$ cat src/hw/rtl/thermal_code_average_calibrate_defines.svh
// Assertion macros for the thermal code averaging and calibration block.
// Included by the modules that carry concurrent assertions.
`ifndef THERMAL_CODE_AVERAGE_CALIBRATE_DEFINES_SVH
`define THERMAL_CODE_AVERAGE_CALIBRATE_DEFINES_SVH

`ifndef SYNTHESIS
`define TCAC_ASSERT(lbl, clk_s, rst_s, prop, msg) \
    lbl: assert property (@(posedge clk_s) disable iff (!rst_s) (prop)) else $error(msg);
`define TCAC_ASSERT_NEXT(lbl, clk_s, rst_s, ante, cons, msg) \
    lbl: assert property (@(posedge clk_s) disable iff (!rst_s) (ante) |=> (cons)) \
        else $error(msg);
`else
`define TCAC_ASSERT(lbl, clk_s, rst_s, prop, msg)
`define TCAC_ASSERT_NEXT(lbl, clk_s, rst_s, ante, cons, msg)
`endif

`endif

$ cat src/hw/rtl/tcac_pkg.sv
`timescale 1ns / 1ps
// Shared types and constants for the thermal code averaging and calibration block.
// No dependencies.
package tcac_pkg;

    localparam int CODE_W        = 12;
    localparam int CFG_IDX_W     = 3;
    localparam int CORR_W        = 13;
    localparam int DIV_NUM_W     = 33;
    localparam int DIV_DEN_W     = 21;
    localparam int TEMP_FRAC_BITS = 4;
    localparam int MDEG_PER_DEG  = 1000;
    localparam int DEG_OFFSET    = 100;

    localparam logic [20:0] CORR_A     = 21'd1230000;
    localparam logic [20:0] CORR_SCALE = 21'd1000000;
    localparam logic [5:0]  CORR_B     = 6'd37;

    typedef struct packed {
        logic              sensor_channel;
        logic [CODE_W-1:0] raw_code;
    } in_word_t;

    typedef struct packed {
        logic               done_channel;
        logic signed [31:0] channel_temp_mdeg;
        logic signed [31:0] max_temp_mdeg;
        logic               max_valid;
        logic               cal_error;
    } out_word_t;

    typedef enum logic [CFG_IDX_W-1:0] {
        CFG_LOW_CODE_CH0,
        CFG_HIGH_CODE_CH0,
        CFG_LOW_CODE_CH1,
        CFG_HIGH_CODE_CH1,
        CFG_LOW_TEMP,
        CFG_HIGH_TEMP
    } cfg_index_t;

    typedef enum logic [1:0] {
        DIV_LO,
        DIV_HI,
        DIV_CAVG,
        DIV_SLOPE
    } div_sel_t;

    typedef enum logic [3:0] {
        ST_IDLE,
        ST_LO_GO,
        ST_LO_WAIT,
        ST_HI_GO,
        ST_HI_WAIT,
        ST_CA_GO,
        ST_CA_WAIT,
        ST_SLOPE_GO,
        ST_SLOPE_WAIT,
        ST_MUL,
        ST_ADD,
        ST_UPDATE,
        ST_EMIT
    } state_t;

    typedef struct packed {
        logic     accept;
        logic     div_start;
        logic     div_store;
        div_sel_t div_sel;
        logic     mul;
        logic     add;
        logic     update;
        logic     emit;
    } cmd_t;

    typedef struct packed {
        logic in_reading;
        logic div_busy;
        logic div_done;
        logic cal_err;
        logic out_free;
    } sts_t;

endpackage

$ cat src/hw/rtl/tcac_div.sv
`timescale 1ns / 1ps
// Restoring unsigned divider, one quotient bit per cycle.
// Depends on tcac_pkg.
module tcac_div
    import tcac_pkg::*;
(
    input  logic                 clk,
    input  logic                 rst_n,
    input  logic                 start,
    input  logic [DIV_NUM_W-1:0] num,
    input  logic [DIV_DEN_W-1:0] den,
    output logic                 busy,
    output logic                 done,
    output logic [DIV_NUM_W-1:0] quo
);

    localparam int STEP_W = $clog2(DIV_NUM_W);

    logic                 busy_reg, busy_next;
    logic                 done_reg, done_next;
    logic [STEP_W-1:0]    cnt_reg, cnt_next;
    logic [DIV_NUM_W-1:0] num_reg, num_next;
    logic [DIV_DEN_W-1:0] rem_reg, rem_next;
    logic [DIV_DEN_W-1:0] den_reg;
    logic [DIV_DEN_W:0]   trial;
    logic                 ge;

    assign trial = {rem_reg, num_reg[DIV_NUM_W-1]};
    assign ge    = trial >= {1'b0, den_reg};

    always_comb
    begin
        busy_next = busy_reg;
        done_next = 1'b0;
        cnt_next  = cnt_reg;
        num_next  = num_reg;
        rem_next  = rem_reg;
        if (start)
        begin
            busy_next = 1'b1;
            cnt_next  = '0;
            num_next  = num;
            rem_next  = '0;
        end
        else if (busy_reg)
        begin
            num_next = {num_reg[DIV_NUM_W-2:0], ge};
            rem_next = ge ? DIV_DEN_W'(trial - {1'b0, den_reg}) : trial[DIV_DEN_W-1:0];
            cnt_next = cnt_reg + STEP_W'(1);
            if (cnt_reg == STEP_W'(DIV_NUM_W - 1))
            begin
                busy_next = 1'b0;
                done_next = 1'b1;
            end
        end
    end

    always_ff @(posedge clk or negedge rst_n)
    begin
        if (!rst_n)
        begin
            busy_reg <= 1'b0;
            done_reg <= 1'b0;
            cnt_reg  <= '0;
        end
        else
        begin
            busy_reg <= busy_next;
            done_reg <= done_next;
            cnt_reg  <= cnt_next;
        end
    end

    always_ff @(posedge clk)
    begin
        num_reg <= num_next;
        rem_reg <= rem_next;
        if (start)
        begin
            den_reg <= den;
        end
    end

    assign busy = busy_reg;
    assign done = done_reg;
    assign quo  = num_reg;

endmodule

$ cat src/hw/rtl/tcac_datapath.sv
`timescale 1ns / 1ps
// Datapath: per-channel accumulators, calibration registers, correction and
// interpolation arithmetic, output word register. Depends on tcac_pkg, tcac_div.
module tcac_datapath
    import tcac_pkg::*;
#(
    parameter int SAMPLES_PER_READING = 8,
    parameter int NUM_CHANNELS        = 2
)
(
    input  logic                 clk,
    input  logic                 rst_n,
    input  logic                 sample_valid,
    output logic                 sample_stall,
    input  in_word_t             sample,
    input  logic                 cfg_valid,
    output logic                 cfg_ready,
    input  logic [CFG_IDX_W-1:0] cfg_index,
    input  logic [CODE_W-1:0]    cfg_data,
    output logic                 result_valid,
    input  logic                 result_stall,
    output out_word_t            result,
    input  cmd_t                 cmd,
    output sts_t                 sts
);

    localparam int SUM_W = CODE_W + $clog2(SAMPLES_PER_READING);
    localparam int CNT_W = (SAMPLES_PER_READING > 1) ? $clog2(SAMPLES_PER_READING) : 1;
    localparam logic signed [33:0] T_MAX = 34'sd2147483647;
    localparam logic signed [33:0] T_MIN = -34'sd2147483648;
    // average by reciprocal multiplication, exact for any sum below 2**SUM_W
    localparam int AVG_SH     = SUM_W + $clog2(SAMPLES_PER_READING);
    localparam int AVG_PROD_W = SUM_W + AVG_SH + 1;
    localparam logic [63:0] AVG_RECIP =
        ((64'd1 << AVG_SH) + 64'(SAMPLES_PER_READING) - 64'd1) / 64'(SAMPLES_PER_READING);

    // calibration registers
    logic [CODE_W-1:0] cal_lo_code_reg [2];
    logic [CODE_W-1:0] cal_hi_code_reg [2];
    logic [CODE_W-1:0] cal_lo_temp_reg;
    logic [CODE_W-1:0] cal_hi_temp_reg;

    // channel state
    logic [SUM_W-1:0]   sum_reg  [NUM_CHANNELS];
    logic [SUM_W-1:0]   sum_next [NUM_CHANNELS];
    logic [CNT_W-1:0]   cnt_reg  [NUM_CHANNELS];
    logic [CNT_W-1:0]   cnt_next [NUM_CHANNELS];
    logic signed [31:0] last_temp_reg  [NUM_CHANNELS];
    logic signed [31:0] last_temp_next [NUM_CHANNELS];
    logic               seen_reg  [NUM_CHANNELS];
    logic               seen_next [NUM_CHANNELS];
    logic               out_valid_reg, out_valid_next;

    // reading payload
    logic               ch_reg;
    logic [CODE_W-1:0]  avg_reg;
    logic [CORR_W-1:0]  c_lo_reg;
    logic [CORR_W-1:0]  c_hi_reg;
    logic [CORR_W-1:0]  c_avg_reg;
    logic signed [18:0] slope_reg;
    logic signed [32:0] prod_reg;
    logic signed [31:0] t_reg;
    out_word_t          out_reg;

    logic [SUM_W-1:0]      sel_sum;
    logic [CNT_W-1:0]      sel_cnt;
    logic [SUM_W-1:0]      total;
    logic [AVG_PROD_W-1:0] avg_prod;
    logic                  ch_ok;
    logic                  reading;
    logic                  accept;

    logic [CODE_W-1:0]    corr_x;
    logic [DIV_NUM_W-1:0] div_num;
    logic [DIV_DEN_W-1:0] div_den;
    logic [DIV_NUM_W-1:0] div_quo;
    logic                 div_busy;
    logic                 div_done;

    logic signed [12:0] dt;
    logic signed [22:0] dt_k;
    logic signed [22:0] dt_sh;
    logic signed [18:0] slope_n;
    logic [19:0]        n_ext;
    logic [19:0]        n_abs;
    logic signed [13:0] den;
    logic [CORR_W-1:0]  den_u;
    logic [20:0]        slope_num;
    logic [18:0]        slope_mag;
    logic [18:0]        slope_val;
    logic               cal_err;

    logic signed [13:0] diff;
    logic signed [32:0] prod_next;
    logic signed [8:0]  off_deg;
    logic signed [18:0] off_mdeg;
    logic signed [33:0] t_sum;
    logic signed [31:0] t_sat;

    logic signed [31:0] max_v;
    logic               max_all;
    out_word_t          out_next;

    assign accept       = sample_valid && cmd.accept;
    assign sample_stall = !cmd.accept;
    assign cfg_ready    = 1'b1;

    always_comb
    begin
        sel_sum = '0;
        sel_cnt = '0;
        for (int i = 0; i < NUM_CHANNELS; i++)
        begin
            if (sample.sensor_channel == 1'(i))
            begin
                sel_sum = sum_reg[i];
                sel_cnt = cnt_reg[i];
            end
        end
    end

    assign ch_ok    = int'(sample.sensor_channel) < NUM_CHANNELS;
    assign total    = sel_sum + SUM_W'(sample.raw_code);
    assign avg_prod = AVG_PROD_W'(total) * AVG_PROD_W'(AVG_RECIP);
    assign reading  = sample_valid && ch_ok && (sel_cnt == CNT_W'(SAMPLES_PER_READING - 1));

    // calibration arithmetic
    assign den     = $signed({1'b0, c_hi_reg}) - $signed({1'b0, c_lo_reg});
    assign den_u   = den[CORR_W-1:0];
    assign cal_err = den[13] || (den == '0);

    assign dt      = $signed({1'b0, cal_hi_temp_reg}) - $signed({1'b0, cal_lo_temp_reg});
    assign dt_k    = 23'(dt) * 23'(MDEG_PER_DEG);
    assign dt_sh   = dt_k >>> TEMP_FRAC_BITS;
    assign slope_n = $signed(dt_sh[18:0]);
    assign n_ext   = {slope_n[18], slope_n};
    assign n_abs   = slope_n[18] ? (~n_ext + 20'd1) : n_ext;
    // floor for a negative dividend: (|n| + d - 1) / d, then negate
    assign slope_num = 21'(n_abs) + (slope_n[18] ? (21'(den_u) - 21'd1) : 21'd0);
    assign slope_mag = div_quo[18:0];
    assign slope_val = slope_n[18] ? (~slope_mag + 19'd1) : slope_mag;

    always_comb
    begin
        case (cmd.div_sel)
            DIV_LO:   corr_x = ch_reg ? cal_lo_code_reg[1] : cal_lo_code_reg[0];
            DIV_HI:   corr_x = ch_reg ? cal_hi_code_reg[1] : cal_hi_code_reg[0];
            default:  corr_x = avg_reg;
        endcase
    end

    always_comb
    begin
        case (cmd.div_sel)
            DIV_SLOPE:
            begin
                div_num = DIV_NUM_W'(slope_num);
                div_den = DIV_DEN_W'(den_u);
            end
            default:
            begin
                div_num = DIV_NUM_W'(CORR_A) * DIV_NUM_W'(corr_x);
                div_den = CORR_SCALE + DIV_DEN_W'(CORR_B) * DIV_DEN_W'(corr_x);
            end
        endcase
    end

    tcac_div u_div (
        .clk   (clk),
        .rst_n (rst_n),
        .start (cmd.div_start),
        .num   (div_num),
        .den   (div_den),
        .busy  (div_busy),
        .done  (div_done),
        .quo   (div_quo)
    );

    assign diff      = $signed({1'b0, c_avg_reg}) - $signed({1'b0, c_lo_reg});
    assign prod_next = 33'(diff) * 33'(slope_reg);
    assign off_deg   = $signed({1'b0, cal_lo_temp_reg[CODE_W-1:TEMP_FRAC_BITS]})
                       - 9'(DEG_OFFSET);
    assign off_mdeg  = 19'(off_deg) * 19'(MDEG_PER_DEG);
    assign t_sum     = 34'(prod_reg) + 34'(off_mdeg);

    always_comb
    begin
        if (t_sum > T_MAX)
        begin
            t_sat = T_MAX[31:0];
        end
        else if (t_sum < T_MIN)
        begin
            t_sat = T_MIN[31:0];
        end
        else
        begin
            t_sat = t_sum[31:0];
        end
    end

    // maximum over channels with a reading
    always_comb
    begin
        logic any;
        any     = 1'b0;
        max_v   = '0;
        max_all = 1'b1;
        for (int i = 0; i < NUM_CHANNELS; i++)
        begin
            if (seen_reg[i])
            begin
                if (!any || (last_temp_reg[i] > max_v))
                begin
                    max_v = last_temp_reg[i];
                end
                any = 1'b1;
            end
            else
            begin
                max_all = 1'b0;
            end
        end
    end

    always_comb
    begin
        out_next.done_channel      = ch_reg;
        out_next.channel_temp_mdeg = cal_err ? '0 : t_reg;
        out_next.max_temp_mdeg     = max_v;
        out_next.max_valid         = max_all;
        out_next.cal_error         = cal_err;
    end

    always_comb
    begin
        for (int i = 0; i < NUM_CHANNELS; i++)
        begin
            sum_next[i]       = sum_reg[i];
            cnt_next[i]       = cnt_reg[i];
            last_temp_next[i] = last_temp_reg[i];
            seen_next[i]      = seen_reg[i];
            if (accept && ch_ok && (sample.sensor_channel == 1'(i)))
            begin
                if (reading)
                begin
                    sum_next[i] = '0;
                    cnt_next[i] = '0;
                end
                else
                begin
                    sum_next[i] = total;
                    cnt_next[i] = cnt_reg[i] + CNT_W'(1);
                end
            end
            if (cmd.update && !cal_err && (ch_reg == 1'(i)))
            begin
                last_temp_next[i] = t_reg;
                seen_next[i]      = 1'b1;
            end
        end
        if (cmd.emit)
        begin
            out_valid_next = 1'b1;
        end
        else if (!result_stall)
        begin
            out_valid_next = 1'b0;
        end
        else
        begin
            out_valid_next = out_valid_reg;
        end
    end

    always_ff @(posedge clk or negedge rst_n)
    begin
        if (!rst_n)
        begin
            for (int i = 0; i < NUM_CHANNELS; i++)
            begin
                sum_reg[i]       <= '0;
                cnt_reg[i]       <= '0;
                last_temp_reg[i] <= '0;
                seen_reg[i]      <= 1'b0;
            end
            out_valid_reg <= 1'b0;
        end
        else
        begin
            for (int i = 0; i < NUM_CHANNELS; i++)
            begin
                sum_reg[i]       <= sum_next[i];
                cnt_reg[i]       <= cnt_next[i];
                last_temp_reg[i] <= last_temp_next[i];
                seen_reg[i]      <= seen_next[i];
            end
            out_valid_reg <= out_valid_next;
        end
    end

    always_ff @(posedge clk or negedge rst_n)
    begin
        if (!rst_n)
        begin
            cal_lo_code_reg[0] <= '0;
            cal_hi_code_reg[0] <= '1;
            cal_lo_code_reg[1] <= '0;
            cal_hi_code_reg[1] <= '1;
            cal_lo_temp_reg    <= '0;
            cal_hi_temp_reg    <= '1;
        end
        else if (cfg_valid && cfg_ready)
        begin
            case (cfg_index)
                CFG_LOW_CODE_CH0:  cal_lo_code_reg[0] <= cfg_data;
                CFG_HIGH_CODE_CH0: cal_hi_code_reg[0] <= cfg_data;
                CFG_LOW_CODE_CH1:  cal_lo_code_reg[1] <= cfg_data;
                CFG_HIGH_CODE_CH1: cal_hi_code_reg[1] <= cfg_data;
                CFG_LOW_TEMP:      cal_lo_temp_reg    <= cfg_data;
                CFG_HIGH_TEMP:     cal_hi_temp_reg    <= cfg_data;
                default:           ;
            endcase
        end
    end

    always_ff @(posedge clk)
    begin
        if (accept && reading)
        begin
            avg_reg <= avg_prod[AVG_SH +: CODE_W];
            ch_reg  <= sample.sensor_channel;
        end
        if (cmd.div_store)
        begin
            case (cmd.div_sel)
                DIV_LO:    c_lo_reg  <= div_quo[CORR_W-1:0];
                DIV_HI:    c_hi_reg  <= div_quo[CORR_W-1:0];
                DIV_CAVG:  c_avg_reg <= div_quo[CORR_W-1:0];
                DIV_SLOPE: slope_reg <= $signed(slope_val);
                default:   ;
            endcase
        end
        if (cmd.mul)
        begin
            prod_reg <= prod_next;
        end
        if (cmd.add)
        begin
            t_reg <= t_sat;
        end
        if (cmd.emit)
        begin
            out_reg <= out_next;
        end
    end

    assign result_valid = out_valid_reg;
    assign result       = out_reg;

    always_comb
    begin
        sts.in_reading = reading;
        sts.div_busy   = div_busy;
        sts.div_done   = div_done;
        sts.cal_err    = cal_err;
        sts.out_free   = !out_valid_reg || !result_stall;
    end

endmodule

$ cat src/hw/rtl/tcac_ctrl.sv
`timescale 1ns / 1ps
// Controller: sequences accumulation, the four divisions and the result word.
// Depends on tcac_pkg and the assertion macro header.
`include "thermal_code_average_calibrate_defines.svh"
module tcac_ctrl
    import tcac_pkg::*;
(
    input  logic clk,
    input  logic rst_n,
    input  sts_t sts,
    output cmd_t cmd
);

    state_t state_reg, state_next;
    logic   in_wait;

    always_comb
    begin
        state_next = state_reg;
        case (state_reg)
            ST_IDLE:       if (sts.in_reading) state_next = ST_LO_GO;
            ST_LO_GO:      state_next = ST_LO_WAIT;
            ST_LO_WAIT:    if (sts.div_done) state_next = ST_HI_GO;
            ST_HI_GO:      state_next = ST_HI_WAIT;
            ST_HI_WAIT:    if (sts.div_done) state_next = ST_CA_GO;
            ST_CA_GO:      state_next = sts.cal_err ? ST_UPDATE : ST_CA_WAIT;
            ST_CA_WAIT:    if (sts.div_done) state_next = ST_SLOPE_GO;
            ST_SLOPE_GO:   state_next = ST_SLOPE_WAIT;
            ST_SLOPE_WAIT: if (sts.div_done) state_next = ST_MUL;
            ST_MUL:        state_next = ST_ADD;
            ST_ADD:        state_next = ST_UPDATE;
            ST_UPDATE:     state_next = ST_EMIT;
            ST_EMIT:       if (sts.out_free) state_next = ST_IDLE;
            default:       state_next = ST_IDLE;
        endcase
    end

    always_comb
    begin
        cmd = '0;
        cmd.div_sel = DIV_LO;
        case (state_reg)
            ST_IDLE:       cmd.accept = 1'b1;
            ST_LO_GO:
            begin
                cmd.div_sel   = DIV_LO;
                cmd.div_start = 1'b1;
            end
            ST_LO_WAIT:
            begin
                cmd.div_sel   = DIV_LO;
                cmd.div_store = sts.div_done;
            end
            ST_HI_GO:
            begin
                cmd.div_sel   = DIV_HI;
                cmd.div_start = 1'b1;
            end
            ST_HI_WAIT:
            begin
                cmd.div_sel   = DIV_HI;
                cmd.div_store = sts.div_done;
            end
            ST_CA_GO:
            begin
                cmd.div_sel   = DIV_CAVG;
                cmd.div_start = !sts.cal_err;
            end
            ST_CA_WAIT:
            begin
                cmd.div_sel   = DIV_CAVG;
                cmd.div_store = sts.div_done;
            end
            ST_SLOPE_GO:
            begin
                cmd.div_sel   = DIV_SLOPE;
                cmd.div_start = 1'b1;
            end
            ST_SLOPE_WAIT:
            begin
                cmd.div_sel   = DIV_SLOPE;
                cmd.div_store = sts.div_done;
            end
            ST_MUL:        cmd.mul = 1'b1;
            ST_ADD:        cmd.add = 1'b1;
            ST_UPDATE:     cmd.update = 1'b1;
            ST_EMIT:       cmd.emit = sts.out_free;
            default:       ;
        endcase
    end

    always_ff @(posedge clk or negedge rst_n)
    begin
        if (!rst_n)
        begin
            state_reg <= ST_IDLE;
        end
        else
        begin
            state_reg <= state_next;
        end
    end

    assign in_wait = (state_reg == ST_LO_WAIT) || (state_reg == ST_HI_WAIT)
                     || (state_reg == ST_CA_WAIT) || (state_reg == ST_SLOPE_WAIT);

    `TCAC_ASSERT(a_start_when_free, clk, rst_n, cmd.div_start |-> !sts.div_busy, "divider restarted while busy")
    `TCAC_ASSERT_NEXT(a_start_busy, clk, rst_n, cmd.div_start, sts.div_busy, "divider did not start")
    `TCAC_ASSERT(a_done_in_wait, clk, rst_n, sts.div_done |-> in_wait, "quotient arrived outside a wait state")
    `TCAC_ASSERT(a_idle_div_quiet, clk, rst_n, cmd.accept |-> !sts.div_busy, "divider busy while taking words")
    `TCAC_ASSERT_NEXT(a_emit_to_idle, clk, rst_n, cmd.emit, cmd.accept, "no return to idle after result word")

endmodule

$ cat src/hw/rtl/thermal_code_average_calibrate.sv
`timescale 1ns / 1ps
// Top level of the two-channel thermal code averaging and calibration block.
// Depends on tcac_pkg, tcac_datapath, tcac_ctrl.

// A sample word that does not end a reading is taken without a stall. The word that
// ends a reading (every SAMPLES_PER_READING per channel) has its average formed as it
// is taken, then the sample input stalls while four divisions (three code
// corrections and the slope) share one restoring divider, followed by the
// multiply, add, update and result steps. With a degenerate calibration the correction
// of the average, the slope, the multiply and the add are skipped. The result cycle
// stretches while an earlier result word still waits unaccepted; a finished word
// waits in the output register while the next samples are taken.
module thermal_code_average_calibrate
    import tcac_pkg::*;
#(
    parameter int SAMPLES_PER_READING = 8,
    parameter int NUM_CHANNELS        = 2
)
(
    input  logic                 clk,
    input  logic                 rst_n,
    input  logic                 sample_valid,
    output logic                 sample_stall,
    input  in_word_t             sample,
    output logic                 result_valid,
    input  logic                 result_stall,
    output out_word_t            result,
    input  logic                 cfg_valid,
    output logic                 cfg_ready,
    input  logic [CFG_IDX_W-1:0] cfg_index,
    input  logic [CODE_W-1:0]    cfg_data
);

    cmd_t cmd;
    sts_t sts;

    tcac_datapath #(
        .SAMPLES_PER_READING (SAMPLES_PER_READING),
        .NUM_CHANNELS        (NUM_CHANNELS)
    ) u_datapath (
        .clk          (clk),
        .rst_n        (rst_n),
        .sample_valid (sample_valid),
        .sample_stall (sample_stall),
        .sample       (sample),
        .cfg_valid    (cfg_valid),
        .cfg_ready    (cfg_ready),
        .cfg_index    (cfg_index),
        .cfg_data     (cfg_data),
        .result_valid (result_valid),
        .result_stall (result_stall),
        .result       (result),
        .cmd          (cmd),
        .sts          (sts)
    );

    tcac_ctrl u_ctrl (
        .clk   (clk),
        .rst_n (rst_n),
        .sts   (sts),
        .cmd   (cmd)
    );

endmodule

$ cat config.mk
export PLATFORM = sky130hd
export DESIGN_NAME = thermal_code_average_calibrate
export DESIGN_NICKNAME = d
export VERILOG_FILES = /design/src/hw/rtl/tcac_pkg.sv /design/src/hw/rtl/tcac_div.sv /design/src/hw/rtl/tcac_datapath.sv /design/src/hw/rtl/tcac_ctrl.sv /design/src/hw/rtl/thermal_code_average_calibrate.sv
export VERILOG_INCLUDE_DIRS = /design/src /design/src/hw/rtl
export SDC_FILE = /design/constraint.sdc
export NUM_CORES = 2
export LEC_CHECK = 0
export ABC_CLOCK_PERIOD_IN_PS = 10800
export BUFFER_PORTS_ARGS = -buffer_cell sky130_fd_sc_hd__buf_2
export CAP_MARGIN = 0
export CORE_MARGIN = 2
export CORE_UTILIZATION = 65
export DETAILED_ROUTE_END_ITERATION = 12
export PLACE_DENSITY = 0.82
export SLEW_MARGIN = 20
export SYNTH_ARGS = -nofsm -noshare
export SYNTH_HDL_FRONTEND = slang
export SYNTH_SLANG_ARGS = --single-unit
$ cat constraint.sdc
create_clock -name clk -period 10.8 [get_ports clk]
set_input_delay 2.16 -clock clk [delete_from_list [all_inputs] [get_ports clk]]
set_output_delay 2.16 -clock clk [all_outputs]
set_load 0.02 [all_outputs]
==> impl_results.md <==
* Outcome: finished clean
* Drt wl/cell at 19.2 um
* Relative slew slack at 25.1%
* Port bufs at 101
* WP data required at 11.14 ns
* WL final at 102000 um
* Clock latency on the worst-skew pair at 0.61 ns
* Worst path max stage delay at 0.53 ns
* Library cells used by synthesis at 81
* Row count at 94
* Worst setup EP type: flop
* Post-synth EDFFs at 257
* Mean post-synth cell area at 9.94 um^2
* FF/Latch Area at 12900 um^2
* Avg Vias per Cell at 5.99
* Fillers at 4742
* Max-slew violation count at 0
* Post-CTS Hold Buffers at 0
* RSZ-0062 raised after global routing: no
* Drt drc at 0
* Hold Crit Class: flop to flop
* CTS tree: done
* Commonest non-fill, non-tap cells in the layout: inv_1, ha_1, nand2_1
* First DRT Iteration DRCs at 2504
* Period minus WS final at 10.03 ns
* Pin count of the biggest net entering global routing at 111
* Core outline area at 65900 um^2
* Slowest cell on crit path: dfstp_2
* Drt pass-1 iters at 6
* Die Y at 262 um
* Synth Flop Type: edfxtp_1
* Die W at 262 um
* Initial antenna violation count at 0
* Post-DP HPWL at 77300 um
* Layout Utilization at 70.6%
* Worst slew pin tran at 1.12 ns
* Number of clock sinks at 465
* Max_cap viols at 0
* Yosys warns at 0
* Layout area overhead at 7.30%
* Worst setup SP type: flop
* Fmax at 99.7 MHz
* Post_cts resized at 0
* Largest register FFs at 67
* CP max FO at 24
* First-pass GRT wire length at 168000 um
* Multi-input gate area at 27800 um^2
* FF+latch count, synth at 465
* Vias in the first global route at 32400
* Final setup violation count at 0
* Die area at 68700 um^2
* CTS clk-pin slew, worst paths at 0.06 ns
* Arr. time, crit path at 10.37 ns
* Antenna Violating Nets Remaining at 0
* Max Buffers Root-to-Sink at 3
* Num CTS Buffers at 50
* Nets at 5267
* CTS root buffer: clkbuf_16
* Post-synthesis sequential area ratio at 29.7%
* Mapped cell area at 43300 um^2
* CTS H-tree lvls at 2
* Tcrit/Tclk final at 92.9%
* Commonest non-fill, non-tap cell in the layout: inv_1
* Initial Util at 65.8%
* Post-Synthesis Cells at 4358
* Post-CTS Setup Inserts at 0
* Ys async rst share at 40.2%
* Boundary Pins at 103
* GRT Total Usage at 30.6%
* Clk_skew at 0.0334 ns
* Setup CP Type: flop to flop
* Fraction of layout cells with a size suffix above 1 at 11.1%
* Final TNS setup at 0 ns
* Total gr overflow at 0
* Fin. Hold Viols at 0
* Gp weighted congestion at 0.920
* Vias after detailed routing at 31900
layer usage:
| metal | GRT usage, % | vias up | part of all wire (%) |
|---|---|---|---|
| li1 | - | 14800 | - |
| met1 | 40.7 | 15800 | 41 |
| met2 | 52.2 | 1038 | 49 |
| met3 | 3.54 | 237 | 5.7 |
| met4 | 10.6 | 0 | 3.7 |
| met5 | 0 | - | 0 |
final cells by class:
type | count | share of cell area, %
diodes | 2 | 0.0108
clock buffers | 70 | 3.06
clock inverters | 24 | 0.520
inverters | 600 | 4.85
multi-input cells | 3149 | 59.7
flip-flops and latches | 465 | 27.7
well taps | 864 | 2.33
repair buffers | 147 | 1.86
critical path, delay by kind of cell (launching register included):
kind | cells | cell delay (ns)
adders and majority gates | 9 | 3.61
DFF | 1 | 0.53
and+or+nand+nor | 8 | 1.23
xor gates and xnor gates | 3 | 0.67
buffers and inverters | 7 | 0.73
AOI/OAI and AO/OA | 14 | 2.99
path summary, 6_finish.rpt:
path	from	end	slack, ns	cells past startpoint
max	u_datapath.cal_hi_temp_reg[0]$_DFFE_PN1P_	u_datapath.u_div.quo[20]$_DFFE_PP_	0.77	41
min	u_datapath.u_div.rem_reg[20]$_SDFFE_PP0P_	u_datapath.u_div.rem_reg[20]$_SDFFE_PP0P_	0.46	2
max reg2reg	u_datapath.cal_hi_temp_reg[0]$_DFFE_PN1P_	u_datapath.u_div.quo[20]$_DFFE_PP_	0.77	41
min reg2reg	u_datapath.u_div.rem_reg[20]$_SDFFE_PP0P_	u_datapath.u_div.rem_reg[20]$_SDFFE_PP0P_	0.46	2
max in group asynchronous	rst_n	u_datapath.cal_lo_temp_reg[0]$_DFFE_PN0P_	7.53	2
min in group asynchronous	rst_n	u_datapath.last_temp_reg[52]$_DFFE_PN0P_	1.66	1
metrics by stage:
| step | hold slack [ns] | worst slack (ns) | std cells | instance area (um^2) |
|---|---|---|---|---|
| CTS | 0.464 | 0.860 | 5318 | 46500 |
| global placement | 0.446 | 1.10 | 5224 | 44800 |
| floorplan | 0.424 | 1.32 | 4360 | 43300 |
| global route | 0.490 | 0.0561 | 5319 | 46500 |
| detailed placement | 0.460 | 0.924 | 5224 | 44800 |
| finish | 0.464 | 0.765 | 5321 | 46500 |
cell families after synthesis:
kind of cell,synth area share [%]
flops,29.7
mux,3.97
xor+xnor,5.32
fa+ha+maj,30.3
compound gates,12.0
buf+inv,6.64
other cells,0.0173
simple gates,12.1
Yosys cell counts, drive strengths merged (36+ instances only):
cell / number / area (um^2)
nand2: 406 / 1520
nor2: 180 / 676
nor3: 54 / 270
dfrtp: 151 / 3780
and2: 137 / 857
ha: 443 / 5540
a21o: 93 / 698
xor2: 86 / 753
edfxtp: 257 / 7720
fa: 378 / 7570
nand2b: 58 / 363
a21oi: 197 / 986
dfstp: 36 / 946
nand3: 93 / 470
o21a: 43 / 323
clkbuf: 122 / 458
mux2: 144 / 1620
a31o: 36 / 315
o21ai: 236 / 1180
inv: 600 / 2250
nor2b: 53 / 332
xnor2: 177 / 1550
Power is not shown: default switching activity piles up to over one toggle a cycle in this logic, so the estimate is an artifact.
